===== src/sv/trimmed_mean_peak_normalizer_unit_macros.svh =====
// Assertion macros shared by the trimmed-mean normalizer RTL
`ifndef TRIMMED_MEAN_PEAK_NORMALIZER_UNIT_MACROS_SVH
`define TRIMMED_MEAN_PEAK_NORMALIZER_UNIT_MACROS_SVH

// implication checked every clock, masked during reset
`define TMPN_ASSERT(lbl, ante, cons, msg) \
  lbl: assert property (@(posedge clk_i) disable iff (!rst_ni) (ante) |-> (cons)) \
    else $error(msg);

// next-cycle implication
`define TMPN_ASSERT_NEXT(lbl, ante, cons, msg) \
  lbl: assert property (@(posedge clk_i) disable iff (!rst_ni) (ante) |=> (cons)) \
    else $error(msg);

`endif


===== src/sv/tmpn_pkg.sv =====
// Shared types and constants for the trimmed-mean peak normalizer
package tmpn_pkg;

  localparam int unsigned NumChannels  = 5;
  localparam int unsigned SampleBits   = 12;
  localparam int unsigned InitialPeak  = 3000;
  localparam int unsigned WindowLen    = 7;
  localparam int unsigned TrimKeep     = 5;
  localparam int unsigned FullScale    = 25600;
  localparam int unsigned PeakMin      = 5;
  localparam int unsigned OpW          = 2;
  localparam int unsigned ChW          = 3;
  localparam int unsigned InSampleW    = 12;
  localparam int unsigned ValW         = 15;
  localparam int unsigned FillW        = 3;

  localparam logic [OpW-1:0] OP_FILTER    = 2'd0;
  localparam logic [OpW-1:0] OP_DIRECT    = 2'd1;
  localparam logic [OpW-1:0] OP_CALIBRATE = 2'd2;

  typedef enum logic [1:0] {
    CMD_WINDOW = 2'd0,
    CMD_DIRECT = 2'd1,
    CMD_CALIB  = 2'd2,
    CMD_FILL   = 2'd3
  } cmd_e;

  // classified command passed from the front end to the back end
  typedef struct packed {
    cmd_e             cmd;
    logic [ChW-1:0]   channel;
    logic [FillW-1:0] slot;
    logic [15:0]      sample;
  } cmd_t;

endpackage


===== src/sv/tmpn_front.sv =====
// Front end: input handshake, channel/opcode check, window slot tracking, command queue
`include "trimmed_mean_peak_normalizer_unit_macros.svh"
module tmpn_front #(
  parameter int unsigned NUM_CHANNELS = tmpn_pkg::NumChannels,
  parameter int unsigned SAMPLE_BITS  = tmpn_pkg::SampleBits
) (
  input  logic                            clk_i,
  input  logic                            rst_ni,
  input  logic                            in_valid,
  output logic                            in_ready,
  input  logic [tmpn_pkg::OpW-1:0]        operation_i,
  input  logic [tmpn_pkg::ChW-1:0]        channel_i,
  input  logic [tmpn_pkg::InSampleW-1:0]  sample_i,
  output logic                            cmd_valid_o,
  input  logic                            cmd_ready_i,
  output tmpn_pkg::cmd_t                  cmd_o
);

  localparam int unsigned Depth = 2;

  logic [tmpn_pkg::FillW-1:0] fill_q [NUM_CHANNELS];
  tmpn_pkg::cmd_t             fifo_q [Depth];
  logic                       wr_ptr_q, rd_ptr_q;
  logic [1:0]                 count_q;
  logic                       accept, push, pop, ch_ok;
  tmpn_pkg::cmd_t             cmd_d;
  logic [tmpn_pkg::ChW-1:0]   ch_idx;

  assign in_ready = (count_q != 2'd2);
  assign accept   = in_valid && in_ready;
  assign ch_ok    = ({29'd0, channel_i} < NUM_CHANNELS);
  assign ch_idx   = ch_ok ? channel_i : '0;

  always_comb begin
    cmd_d.channel = channel_i;
    cmd_d.slot    = fill_q[ch_idx];
    cmd_d.sample  = 16'({4'd0, sample_i} & 16'((17'd1 << SAMPLE_BITS) - 17'd1));
    cmd_d.cmd     = tmpn_pkg::CMD_DIRECT;
    push          = 1'b0;
    if (ch_ok) begin
      case (operation_i)
        tmpn_pkg::OP_FILTER: begin
          push      = 1'b1;
          cmd_d.cmd = (fill_q[ch_idx] == 3'(tmpn_pkg::WindowLen - 1)) ?
                      tmpn_pkg::CMD_WINDOW : tmpn_pkg::CMD_FILL;
        end
        tmpn_pkg::OP_DIRECT: begin
          push      = 1'b1;
          cmd_d.cmd = tmpn_pkg::CMD_DIRECT;
        end
        tmpn_pkg::OP_CALIBRATE: begin
          push      = 1'b1;
          cmd_d.cmd = tmpn_pkg::CMD_CALIB;
        end
        default: push = 1'b0;
      endcase
    end
  end

  assign pop         = cmd_valid_o && cmd_ready_i;
  assign cmd_valid_o = (count_q != 2'd0);
  assign cmd_o       = fifo_q[rd_ptr_q];

  always_ff @(posedge clk_i or negedge rst_ni) begin
    if (!rst_ni) begin
      for (int i = 0; i < NUM_CHANNELS; i++) fill_q[i] <= '0;
      wr_ptr_q <= 1'b0;
      rd_ptr_q <= 1'b0;
      count_q  <= 2'd0;
    end else begin
      if (accept && push) begin
        fifo_q[wr_ptr_q] <= cmd_d;
        wr_ptr_q         <= ~wr_ptr_q;
        if (operation_i == tmpn_pkg::OP_FILTER) begin
          fill_q[ch_idx] <= (cmd_d.cmd == tmpn_pkg::CMD_WINDOW) ? '0 : fill_q[ch_idx] + 3'd1;
        end
      end
      if (pop) rd_ptr_q <= ~rd_ptr_q;
      count_q <= count_q + {1'b0, accept && push} - {1'b0, pop};
    end
  end

  `TMPN_ASSERT(a_no_overflow, accept && push && !pop, count_q < 2'd2, "queue overflow")
  `TMPN_ASSERT(a_no_underflow, pop, count_q != 2'd0, "queue underflow")
  `TMPN_ASSERT(a_fill_range, 1'b1, fill_q[0] < 3'(tmpn_pkg::WindowLen), "fill out of range")

endmodule


===== src/sv/tmpn_back.sv =====
// Back end: window memory, serial min/max/sum, peak update, serial divider, output register
`include "trimmed_mean_peak_normalizer_unit_macros.svh"
module tmpn_back #(
  parameter int unsigned NUM_CHANNELS = tmpn_pkg::NumChannels,
  parameter int unsigned INITIAL_PEAK = tmpn_pkg::InitialPeak
) (
  input  logic                        clk_i,
  input  logic                        rst_ni,
  input  logic                        cmd_valid_i,
  output logic                        cmd_ready_o,
  input  tmpn_pkg::cmd_t              cmd_i,
  output logic                        out_valid,
  input  logic                        out_ready,
  output logic [tmpn_pkg::ChW-1:0]    out_channel_o,
  output logic [tmpn_pkg::ValW-1:0]   level_o,
  output logic [tmpn_pkg::ValW-1:0]   percent_o,
  output logic [tmpn_pkg::ValW-1:0]   peak_now_o
);

  localparam int unsigned MemDepth = NUM_CHANNELS * tmpn_pkg::WindowLen;
  localparam int unsigned AddrW    = $clog2(MemDepth);
  localparam int unsigned NumW     = 30;

  typedef enum logic [2:0] {
    S_IDLE, S_READ, S_ACC, S_PEAK, S_DIV, S_OUT
  } state_e;

  logic [15:0]                mem_q [MemDepth];
  logic [15:0]                rd_q;
  state_e                     state_q;
  logic [tmpn_pkg::ValW-1:0]  peak_q [NUM_CHANNELS];
  logic [tmpn_pkg::ChW-1:0]   ch_q;
  logic [2:0]                 idx_q;
  logic [15:0]                lo_q, hi_q;
  logic [18:0]                sum_q;
  logic [tmpn_pkg::ValW-1:0]  level_q, pk_q;
  logic [NumW-1:0]            num_q;
  logic [NumW-1:0]            quo_q;
  logic [tmpn_pkg::ValW:0]    rem_q;
  logic [4:0]                 bit_q;
  logic [AddrW-1:0]           base;
  logic [tmpn_pkg::ValW-1:0]  s5;
  logic [tmpn_pkg::ValW:0]    rem_sh;
  logic                       take;

  assign cmd_ready_o = (state_q == S_IDLE);
  assign take        = cmd_valid_i && cmd_ready_o;
  assign base        = AddrW'({29'd0, cmd_i.channel} * tmpn_pkg::WindowLen);
  assign s5          = tmpn_pkg::ValW'({3'd0, cmd_i.sample} * 19'd5);
  assign rem_sh      = {rem_q[tmpn_pkg::ValW-1:0], num_q[NumW-1]};
  assign out_valid   = (state_q == S_OUT);

  // memory port: one write on any window command, one read per step in S_READ/S_ACC
  always_ff @(posedge clk_i) begin
    if (take && (cmd_i.cmd == tmpn_pkg::CMD_FILL || cmd_i.cmd == tmpn_pkg::CMD_WINDOW)) begin
      mem_q[base + AddrW'(cmd_i.slot)] <= cmd_i.sample;
    end
    rd_q <= mem_q[AddrW'({29'd0, ch_q} * tmpn_pkg::WindowLen) + AddrW'(idx_q)];
  end

  always_ff @(posedge clk_i or negedge rst_ni) begin
    if (!rst_ni) begin
      state_q <= S_IDLE;
      for (int i = 0; i < NUM_CHANNELS; i++) begin
        peak_q[i] <= tmpn_pkg::ValW'(INITIAL_PEAK * tmpn_pkg::TrimKeep);
      end
      ch_q  <= '0;
      idx_q <= '0;
    end else begin
      case (state_q)
        S_IDLE: if (take) begin
          ch_q  <= cmd_i.channel;
          idx_q <= '0;
          case (cmd_i.cmd)
            tmpn_pkg::CMD_DIRECT: if (s5 > peak_q[cmd_i.channel]) peak_q[cmd_i.channel] <= s5;
            tmpn_pkg::CMD_CALIB:
              peak_q[cmd_i.channel] <= (cmd_i.sample == 16'd0) ? 15'd5 : s5;
            tmpn_pkg::CMD_WINDOW: state_q <= S_READ;
            default: ;
          endcase
        end
        S_READ: begin
          // rd_q valid next cycle; memory write of slot 6 already landed
          idx_q   <= idx_q + 3'd1;
          sum_q   <= '0;
          lo_q    <= 16'hFFFF;
          hi_q    <= '0;
          state_q <= S_ACC;
        end
        S_ACC: begin
          sum_q <= sum_q + {3'd0, rd_q};
          if (rd_q < lo_q) lo_q <= rd_q;
          if (rd_q > hi_q) hi_q <= rd_q;
          idx_q <= idx_q + 3'd1;
          if (idx_q == 3'(tmpn_pkg::WindowLen)) state_q <= S_PEAK;
        end
        S_PEAK: begin
          level_q <= tmpn_pkg::ValW'(sum_q - {3'd0, lo_q} - {3'd0, hi_q});
          if (tmpn_pkg::ValW'(sum_q - {3'd0, lo_q} - {3'd0, hi_q}) > peak_q[ch_q]) begin
            peak_q[ch_q] <= tmpn_pkg::ValW'(sum_q - {3'd0, lo_q} - {3'd0, hi_q});
            pk_q <= tmpn_pkg::ValW'(sum_q - {3'd0, lo_q} - {3'd0, hi_q});
          end else begin
            pk_q <= peak_q[ch_q];
          end
          num_q   <= NumW'(tmpn_pkg::ValW'(sum_q - {3'd0, lo_q} - {3'd0, hi_q})) *
                     NumW'(tmpn_pkg::FullScale);
          rem_q   <= '0;
          quo_q   <= '0;
          bit_q   <= 5'(NumW);
          state_q <= S_DIV;
        end
        S_DIV: begin
          // restoring division, one quotient bit per cycle
          if (rem_sh >= {1'b0, pk_q}) begin
            rem_q <= rem_sh - {1'b0, pk_q};
            quo_q <= {quo_q[NumW-2:0], 1'b1};
          end else begin
            rem_q <= rem_sh;
            quo_q <= {quo_q[NumW-2:0], 1'b0};
          end
          num_q <= {num_q[NumW-2:0], 1'b0};
          bit_q <= bit_q - 5'd1;
          if (bit_q == 5'd1) state_q <= S_OUT;
        end
        S_OUT: if (out_ready) state_q <= S_IDLE;
        default: state_q <= S_IDLE;
      endcase
    end
  end

  assign out_channel_o = ch_q;
  assign level_o       = level_q;
  assign peak_now_o    = pk_q;
  assign percent_o     = (pk_q < 15'(tmpn_pkg::PeakMin)) ? '0 :
                         (quo_q > NumW'(tmpn_pkg::FullScale)) ? 15'(tmpn_pkg::FullScale) :
                         quo_q[tmpn_pkg::ValW-1:0];

  `TMPN_ASSERT_NEXT(a_out_hold, out_valid && !out_ready, state_q == S_OUT, "out lost")
  `TMPN_ASSERT_NEXT(a_div_enter, state_q == S_PEAK, state_q == S_DIV, "divider not started")
  `TMPN_ASSERT(a_level_le_peak, out_valid, level_q <= pk_q, "level above peak")

endmodule


===== src/sv/trimmed_mean_peak_normalizer_unit.sv =====
// Top level of the trimmed-mean peak normalizer
// Usage: items enter on in_valid/in_ready with operation_i, channel_i and
// sample_i. Filtered samples go into the channel's seven-slot window; the
// seventh one produces one result transaction on out_valid/out_ready with
// the channel, trimmed level, percent of peak and updated peak. Direct and
// calibrate operations only touch the peak and produce no transaction;
// out-of-range channels and operation code 3 are dropped.
// A two-entry command queue separates the front end from the back end.
// Peak updates and non-final window samples retire in the back-end idle
// state. A window completion runs serial memory reads for min/max/sum, a
// peak update and a restoring division, then the output register. Input
// stays open while the queue has room.
// Reset clears window fill counts and loads every peak with 5*INITIAL_PEAK;
// window memory contents are undefined until written.
// If the receiver stalls, the result holds and the back end stops; the front
// end keeps accepting until its queue is full.
module trimmed_mean_peak_normalizer_unit #(
  parameter int unsigned NUM_CHANNELS = tmpn_pkg::NumChannels,
  parameter int unsigned SAMPLE_BITS  = tmpn_pkg::SampleBits,
  parameter int unsigned INITIAL_PEAK = tmpn_pkg::InitialPeak
) (
  input  logic                            clk_i,
  input  logic                            rst_ni,
  input  logic                            in_valid,
  output logic                            in_ready,
  input  logic [tmpn_pkg::OpW-1:0]        operation_i,
  input  logic [tmpn_pkg::ChW-1:0]        channel_i,
  input  logic [tmpn_pkg::InSampleW-1:0]  sample_i,
  output logic                            out_valid,
  input  logic                            out_ready,
  output logic [tmpn_pkg::ChW-1:0]        out_channel_o,
  output logic [tmpn_pkg::ValW-1:0]       level_o,
  output logic [tmpn_pkg::ValW-1:0]       percent_o,
  output logic [tmpn_pkg::ValW-1:0]       peak_now_o
);

  logic           cmd_valid, cmd_ready;
  tmpn_pkg::cmd_t cmd;

  tmpn_front #(.NUM_CHANNELS(NUM_CHANNELS), .SAMPLE_BITS(SAMPLE_BITS)) u_front (
    .clk_i, .rst_ni, .in_valid, .in_ready, .operation_i, .channel_i, .sample_i,
    .cmd_valid_o(cmd_valid), .cmd_ready_i(cmd_ready), .cmd_o(cmd)
  );

  tmpn_back #(.NUM_CHANNELS(NUM_CHANNELS), .INITIAL_PEAK(INITIAL_PEAK)) u_back (
    .clk_i, .rst_ni, .cmd_valid_i(cmd_valid), .cmd_ready_o(cmd_ready), .cmd_i(cmd),
    .out_valid, .out_ready, .out_channel_o, .level_o, .percent_o, .peak_now_o
  );

endmodule

===== config.mk =====
export PLATFORM = sky130hd
export DESIGN_NAME = trimmed_mean_peak_normalizer_unit
export DESIGN_NICKNAME = d
export VERILOG_FILES = /design/src/sv/tmpn_pkg.sv /design/src/sv/tmpn_front.sv /design/src/sv/tmpn_back.sv /design/src/sv/trimmed_mean_peak_normalizer_unit.sv
export VERILOG_INCLUDE_DIRS = /design/src /design/src/sv
export SDC_FILE = /design/constraint.sdc
export NUM_CORES = 1
export LEC_CHECK = 0
export BUFFER_PORTS_ARGS = -buffer_cell sky130_fd_sc_hd__buf_4
export CAP_MARGIN = 20
export CORE_UTILIZATION = 64
export DETAILED_ROUTE_END_ITERATION = 6
export PLACE_DENSITY = 0.82
export SYNTH_ARGS = -nofsm -noshare
export SYNTH_HDL_FRONTEND = slang
export SYNTH_HIERARCHICAL = 1
export SYNTH_SLANG_ARGS = --single-unit

===== constraint.sdc =====
create_clock -name clk_i -period 8.9 [get_ports clk_i]
set_input_delay 1.78 -clock clk_i [delete_from_list [all_inputs] [get_ports clk_i]]
set_output_delay 1.78 -clock clk_i [all_outputs]
set_load 0.01 [all_outputs]

# ---- Word-level counts from Yosys, hierarchy flattened
# Memory sizes are Yosys's and may differ from the RTL's. A register that Yosys moved wholly into a read port is not among the register bits.
# Cells that the tools add are included.
dict set report classes {
  addsub 11
  shift 0
  n_mux 58
  order_cmp 14
  bitwise_logic 5
  n_div 0
  eq_ne 24
  multipliers 4
  n_reduce_logical 31
}
# operator n
set op_table {}
lappend op_table {{$pmux 75 s2} 2}
lappend op_table {{$bwmux 75} 3}
lappend op_table {{$mux 75} 3}
lappend op_table {{$mux 15} 11}
lappend op_table {{$pmux 30 s2} 2}
lappend op_table {{$bmux 15 s3} 2}
lappend op_table {{$demux 15 s3} 2}
lappend op_table {{$pmux 16 s2} 2}
lappend op_table {{$sub 15x15->15} 3}
lappend op_table {{$pmux 19 s2} 1}
lappend op_table {{$mux 3} 11}
lappend op_table {{$mux 16} 2}
lappend op_table {{$gt 15x15->1} 2}
lappend op_table {{$gt 30x15->1 const B} 1}
lappend op_table {{$pmux 15 s2} 1}
lappend op_table {{$mul 15x5->20 const B} 1}
lappend op_table {{$add 19x16->19} 1}
lappend op_table {{$pmux 3 s6} 1}
lappend op_table {{$ge 16x15->1} 1}
lappend op_table {{$gt 16x16->1} 1}
lappend op_table {{$logic_not 16->1} 1}
lappend op_table {{$lt 16x16->1} 1}
lappend op_table {{$mul 16x3->15 const B} 1}
lappend op_table {{$bwmux 15} 1}
lappend op_table {{38 further kinds} 90}
dict set report word_totals {
  rom_bits 0
  latchBits 0
  ramBits 600
  inputBits 21
  elab_cells 174
  mem_count 2
  register_bits 264
}
# name depth word_bits read_ports rd_ports_with_merged_regs wr line
set memory_table {}
lappend memory_table {u_back.mem_q 35 16 1 1 1 tmpn_back.sv:28} ;# logic [15:0] mem_q [MemDepth];
lappend memory_table {u_front.fifo_q 2 20 1 0 1 tmpn_front.sv:22} ;# tmpn_pkg::cmd_t fifo_q [Depth];

# ---- Longest topological paths before layout
# Gate-level depths: netlist of run 1.
dict set report depth {
  ltp_word 13
  mapped_depth 25
  ltp_nobuf 25
}

# ---- Cells and area by module
# Netlist of run 1, hierarchy kept.
# module cells_each area_each_um2 seq_area_each_um2 n_inst
set modules_own_cells {}
lappend modules_own_cells {tmpn_back 2725 39567.9 23696.5 1}
lappend modules_own_cells {tmpn_front 186 2752.6 1676.6 1}

# ---- Worst setup path after synthesis of run 1
# Ideal clock, no wire load.
dict set report synth_timing {
  kind {input to register}
  from {in rst_ni}
  to {reg u_back.bit_q[0] (enable)}
  path_buffers 0
  slack_ns 1.414
  t_required_ns 8.294
  setup_time_ns 0.606
  stages 1
  arrival_ns 6.880
  cell_sequence {a21boi_0}
}
dict set report synth_via {
  elab_chain_len 1
}
# item line
set synth_rtl {}
lappend synth_rtl {{start: declaration} trimmed_mean_peak_normalizer_unit.sv:23} ;# input logic rst_ni,
lappend synth_rtl {{$reduce_and 2->1 (no source line)} -}
lappend synth_rtl {{end signal: assignment} tmpn_back.sv:109} ;# bit_q <= 5'(NumW);
lappend synth_rtl {{end signal: assignment} tmpn_back.sv:122} ;# bit_q <= bit_q - 5'd1;
lappend synth_rtl {{end: declaration} tmpn_back.sv:40} ;# logic [4:0] bit_q;
# Every way passes these cells.
# A chain may end at the register's enable or synchronous reset.

# ---- Worst setup path after layout of run 1
dict set report layout_timing {
  from {reg u_back.hi_q[2]}
  to {reg u_back.num_q[29] (data pin)}
}
dict set report layout_via {
  elab_chain_len 3
}
# item line
set layout_rtl {}
lappend layout_rtl {{start: declaration} tmpn_back.sv:34} ;# logic [15:0] lo_q, hi_q;
lappend layout_rtl {{start signal: assignment} tmpn_back.sv:93} ;# if (rd_q > hi_q) hi_q <= rd_q;
lappend layout_rtl {{$sub 15x15->15} tmpn_back.sv:105} ;# num_q <= NumW'(tmpn_pkg::ValW'(sum_q - {3'd0, lo_q} - {3'd0, hi_q})) *
lappend layout_rtl {{$mul 15x5->20} tmpn_back.sv:105}
lappend layout_rtl {{$pmux 30 s2} tmpn_back.sv:70} ;# case (state_q)
lappend layout_rtl {{end signal: assignment} tmpn_back.sv:105}
lappend layout_rtl {{end signal: assignment} tmpn_back.sv:121} ;# num_q <= {num_q[NumW-2:0], 1'b0};
lappend layout_rtl {{end: declaration} tmpn_back.sv:37} ;# logic [NumW-1:0] num_q;
# Every way passes these cells. The select of a mux whose other input is x is not followed.

==> results.toml, run 1 <==
[outcome]
run_status = "finished clean"

[logic_synthesis]
yosysTopAreaCellShare = 0.5300
synthArstFlopShare = 0.1189
syn_inst = 2911
yosys_most_used_dff = "edfxtp_1"
yosysUniqueCellTypes = 92
ys_seq_elements = 866
synth_area_per_cell_sq_um = 14.54
synth_area_sq_um = 42320
yosysTopAreaCell = "edfxtp_1"
yosys_warnings = 6
seq_area_frac_synth = 0.5995
synth_common_cells = "edfxtp_1, ha_1, nand2_1, inv_1, mux4_2"
yosysMostFrequentCell = "edfxtp_1"
synth-edff-count = 747
ys_top_cells_by_area = "edfxtp_1, mux4_2, ha_1, dfrtp_1, mux2i_1"

[timing]
relSlewSlack = 0.2349
setup_violations = 0
max_freq_mhz = 152.3
tightest_slew_ns = 1.145
rsz0062_at_grt = "no"
fin_crit_sh = 0.7378
drv_slew = 0
hold_viol = 0
finalSetupTns_ns = 0
fin_crit_ns = 6.567
worst_clock_skew_ns = 0.04287

[clock_network]
clk_pin_slew_worst_paths_ns = 0.06
clkSinkCount = 866
clkLatencyLatePin_ns = 0.68
h-tree-depth = 3
cts_tree = "done"
cts_root_buf = "clkbuf_16"
postCtsSetupBuffers = 0
cts_buffers = 88
cts_hold_buffers = 0
post_cts_resized = 0
cts_buffer_depth = 3

[die]
fp.coreArea_sq_um = 64930
die_h_um = 259.2
io_pins = 71
dieArea_sq_um = 67160
rows = 93
fp.dieW_um = 259.2
start_util = 0.6518

[grt]
grt_pass1_vias = 26950
grt_max_degree = 98
grt_pass1_wl_mm = 162.8
antenna_found_initial = 2
grt_overflow = 0
track_usage = 0.3280

[critical_path]
path_max_fanout = 9
setup.worst_path.start_class = "flop"
worst_ep_required_time_ns = 9.29
arrival_ns = 6.95
slowest_stage = "xnor2_1"
crit_path_max_incr_delay_ns = 0.79
cp_num_cells = 23
crit_family = "adder cells"
r2r_cells = 23
worst-setup-path-type = "flop to flop"
crit_buf_inv = 4
cp-end-kind = "flop"
crit_chain = "inv_1 -> fa_1 -> ha_1 -> nor2b_1 -> o31a_1 -> o31a_1 -> o21ai_0 -> nand2b_1 -> xnor2_1 -> inv_1 -> ha_1 -> ha_1 -> inv_1 -> fa_1 -> inv_1 -> ha_1 -> nand2_1 -> a2111oi_0 -> o31ai_1 -> o2111ai_1 -> a21oi_1 -> xor2_1 -> o21ai_0"

[finish]
drive_gt1_frac = 0.1986
fin_nets = 3292
multiInputGateArea_sq_um = 15890
fillCellCount = 3947
area_growth_syn_to_layout_pct = 11.06
diodes = 0
area.sequential_sq_um = 25370

[min_path]
hp-class = "flop to flop"
holdPathStages = 2

[detailed_routing]
firstDrtPassIters = 6
totalWireLength_mm = 107.7
first_iter_violations = 3275
antenna_left = 0
wire_per_inst_um = 27.22
routed-via-count = 25980
viasPerCell = 6.568
route.detailed.drc = 0

[job]
maxCapViolations = 0

[place]
routabilityCongestion = 0.9234
port_buffers = 70
dpl.hpwl_mm = 64.45
## layout by cell type, fill, tap and decap left out, drive strengths merged, types with 42 or more instances in the layout
| cell | instances |
|---|---|
| edfxtp | 747 |
| ha | 211 |
| nand2 | 170 |
| inv | 170 |
| mux4 | 160 |
| nor2 | 159 |
| o21ai | 153 |
| buf | 138 |
| mux2i | 127 |
| clkbuf | 110 |
| mux2 | 93 |
| a21oi | 91 |
| dfrtp | 68 |
| o22ai | 54 |
| and3 | 46 |
| and2 | 42 |
## flip-flops by register name, summed over array words and instances (netlist names), 5 cells and up
register,count
u_back/peak_now_o,15
u_back/mem_q,560
u_front/fifo_q,40
u_back/rd_q,16
u_back/num_q,20
u_back/quo_q,30
u_back/peak_q,75
u_back/rem_q,15
u_back/bit_q,5
u_back/lo_q,16
u_back/sum_q,15
u_front/fill_q,15
u_back/level_o,15
u_back/hi_q,16
## path summary, 6_finish.rpt
| path | startpoint | to | slack [ns] |
|---|---|---|---|
| worst min register to register | u_front/fill_q[6] | u_front/fill_q[6] | 0.49 |
| worst max-delay path | u_back/hi_q[2] | u_back/num_q[29] | 2.33 |
| max in group asynchronous | rst_ni | u_back/peak_q[44] | 6.42 |
| worst max register to register | u_back/hi_q[2] | u_back/num_q[29] | 2.33 |
| worst min-delay path | u_front/fill_q[6] | u_front/fill_q[6] | 0.49 |
| min in group asynchronous | rst_ni | u_front/fill_q[14] | 1.13 |
## cells by family (layout without fill, tap and decap cells)
group                      count (synthesis)  in the layout  share of synthesized area
adders and majority gates                246            246                    0.07870
xor gates and xnor gates                  73             73                    0.01555
other                                      1              4                 0.00008861
and+or+nand+nor                          607            607                    0.07146
muxes                                    380            380                     0.1399
DFF                                      866            866                     0.5995
buffers and inverters                    284            471                    0.02752
AOI/OAI and AO/OA                        454            454                    0.06720
## worst register-to-register path, cell delays in order, from the launching register on
cell       delay [ns]
edfxtp_1         0.36
inv_1            0.10
fa_1             0.43
ha_1             0.35
nor2b_1          0.16
o31a_1           0.28
o31a_1           0.32
o21ai_0          0.18
nand2b_1         0.09
xnor2_1          0.80
inv_1            0.15
ha_1             0.32
ha_1             0.29
inv_1            0.06
fa_1             0.49
inv_1            0.04
ha_1             0.32
nand2_1          0.08
a2111oi_0        0.61
o31ai_1          0.26
o2111ai_1        0.26
a21oi_1          0.11
xor2_1           0.14
o21ai_0          0.09
## routing by layer
| metal | track usage | wire length [um] |
|---|---|---|
| met5 | 0 | 13 |
| met4 | 0.1585 | 5612 |
| met3 | 0.04911 | 8257 |
| met2 | 0.5664 | 54520 |
| met1 | 0.4071 | 39270 |
## final cells by class
cell class	count	share of cell area
repair buffers	138	0.02252
clock inverters	55	0.01350
multi-input cells	1764	0.3380
flip-flops and latches	866	0.5399
inverters	168	0.01342
well taps	855	0.02276
clock buffers	110	0.04991
## through the flow
| stage | instances | hold slack (ns) | setup slack [ns] | utilization | area, sq um |
|---|---|---|---|---|---|
| global route | 3956 | 0.5275 | 1.887 | 0.7239 | 47000 |
| floorplan | 2914 | 0.4446 | 1.414 | - | 42330 |
| finish | 3956 | 0.4918 | 2.333 | 0.7239 | 47000 |
| CTS | 3955 | 0.4960 | 2.290 | 0.7238 | 47000 |
| global placement | 3789 | 0.4670 | 2.549 | 0.6778 | 44010 |
| detailed placement | 3790 | 0.4810 | 2.282 | 0.6779 | 44010 |
Power of run 1 is not shown: default switching activity piles up to over one toggle a cycle in this logic, so the estimate is an artifact.
==> run 2, diff against run 1 <==
==> constraint.sdc (replaced) <==
create_clock -name clk_i -period 6.6 [get_ports clk_i]
set_input_delay 1.32 -clock clk_i [delete_from_list [all_inputs] [get_ports clk_i]]
set_output_delay 1.32 -clock clk_i [all_outputs]
set_load 0.01 [all_outputs]
==> run 2 against run 1 <==
  * The run now ends with DRC left
  * Fmax is 9.6% higher
  * First-iteration DRC count is 12% lower
  * Routed wire length is 0.27% lower
  * Count of clock-buffer cells in the layout is 1 lower
  * Critical endpoint is now u_back/peak_q[66]
  * Largest cell class unchanged
==> results.toml, run 2 (synthesis results as in run 1) <==
[detailed_routing]
routed-via-count = 26280
totalWireLength_mm = 107.4
first_iter_violations = 2874
wire_per_inst_um = 27.08
viasPerCell = 6.626
route.detailed.drc = 1
firstDrtPassIters = 7
antenna_left = 0

[die]
fp.dieW_um = 259.2
rows = 93
die_h_um = 259.2
start_util = 0.6518
io_pins = 71
dieArea_sq_um = 67160
fp.coreArea_sq_um = 64930

[grt]
antenna_found_initial = 0
grt_pass1_wl_mm = 160.3
track_usage = 0.3239
met1_usage = 0.4024
grt_max_degree = 82
grt_pass1_vias = 26740
grt.met2_usage = 0.5477
grt_busiest_layer = "met2"
grt_overflow = 0
grt_util_met3 = 0.05145

[place]
dp_cells = 3804
port_buffers = 70
routabilityCongestion = 0.9350
dpl.hpwl_mm = 66.61

[outcome]
violations = "DRC"
run_status = "finished, violations left"

[clock_network]
clkSinkCount = 866
clk_pin_slew_worst_paths_ns = 0.06
postCtsSetupBuffers = 0
cts_tree = "done"
cts_buffers = 86
clkLatencyLatePin_ns = 0.67
cts_hold_buffers = 0
h-tree-depth = 3
post_cts_resized = 0
cts_root_buf = "clkbuf_16"
cts_buffer_depth = 3

[finish]
largest_reg_flops = 560
largest_register = "u_back/mem_q"
fin_nets = 3305
fillCellCount = 3923
drive_gt1_frac = 0.2016
final_common_cell = "edfxtp_1"
area_growth_syn_to_layout_pct = 11.33
fin_cells = 3966
largestRegisters = "u_back/mem_q: 560 flops, u_back/peak_q: 75 flops, u_front/fifo_q: 40 flops"
mostFrequentLayoutCells = "edfxtp_1, ha_1, nand2_1"

[timing]
rsz0062_at_grt = "no"
drv_slew = 0
max_freq_mhz = 166.9
relSlewSlack = 0.2145
finalSetupTns_ns = 0
fin_crit_ns = 5.992
tightest_slew_ns = 1.178
setup_violations = 0
hold_viol = 0
fin_crit_sh = 0.9079
worst_clock_skew_ns = 0.04915

[min_path]
hp-class = "flop to flop"

[critical_path]
setup.worst_path.start_class = "flop"
arrival_ns = 6.52
worst_ep_required_time_ns = 7.12
path_max_fanout = 38
worst-setup-path-type = "flop to flop"
cp-end-kind = "flop"

[job]
maxCapViolations = 0
## run 2: changes by cell type in the layout (fill, tap and decap cells not counted), moves of 2 or more
cell | before | now
clkinv_1 | 15 | 12
clkinv_4 | 4 | 2
clkinv_2 | 17 | 14
clkbuf_16 | 89 | 87
buf_4 | 135 | 146
clkinvlp_4 | 3 | 5
buf_12 | 2 | 5
## run 2: worst paths after layout
kind | cells past startpoint | from | end | slack [ns]
min | 1 | u_front/fill_q[0] | u_front/fill_q[0] | 0.51
max | 17 | u_front/rd_ptr_q | u_back/peak_q[66] | 0.61
min in group asynchronous | 1 | rst_ni | u_front/fill_q[8] | 0.60
max in group asynchronous | 3 | rst_ni | u_back/peak_q[63] | 4.95
max reg2reg | 17 | u_front/rd_ptr_q | u_back/peak_q[66] | 0.61
min reg2reg | 1 | u_front/fill_q[0] | u_front/fill_q[0] | 0.51
## run 2: worst max-delay path, cell delays in order, from the launching register on
cell and delay (ns):
dfrtp_1 0.83, mux2_2 0.79, ha_1 0.37, ha_1 0.34
nor2b_1 0.14, o21ai_0 0.21, a21boi_0 0.13, o21ai_0 0.29
nor2b_1 0.20, xor2_1 0.48, inv_1 0.10, ha_1 0.32
nand4_1 0.10, nor2_1 0.06, a22oi_1 0.18, o221a_2 0.33
nand3_2 0.50, mux2_2 0.47
## run 2: cell type report
class                   instances  area [sq um]  share of cell area
flip-flops and latches        866         25370              0.5385
inverters                     168         630.6             0.01338
clock buffers                 109          2300             0.04881
clock inverters                50         614.3             0.01304
diodes                          1         2.502          0.00005311
well taps                     855          1070             0.02271
repair buffers                153          1239             0.02629
multi-input cells            1764         15890              0.3372
## run 2: layer usage
metal,routed length (um),vias to the layer above,share of wire
met2,53360,1486,0.50
li1,-,11330,-
met4,6396,0,0.060
met5,0,-,0
met1,38910,13060,0.36
met3,8723,402,0.081
## run 2: through the flow
stage	instance area (sq um)	hold slack (ns)	setup slack [ns]	util
finish	47120	0.5102	0.6080	0.7257
global route	47110	0.5236	0.2262	0.7256
CTS	47070	0.5008	0.6678	0.7249
detailed placement	44150	0.4875	0.7239	0.6800
global placement	44140	0.4631	0.8121	0.6798
floorplan	42330	0.4446	0.9695	-
Power of run 2 is left out for the same reason.
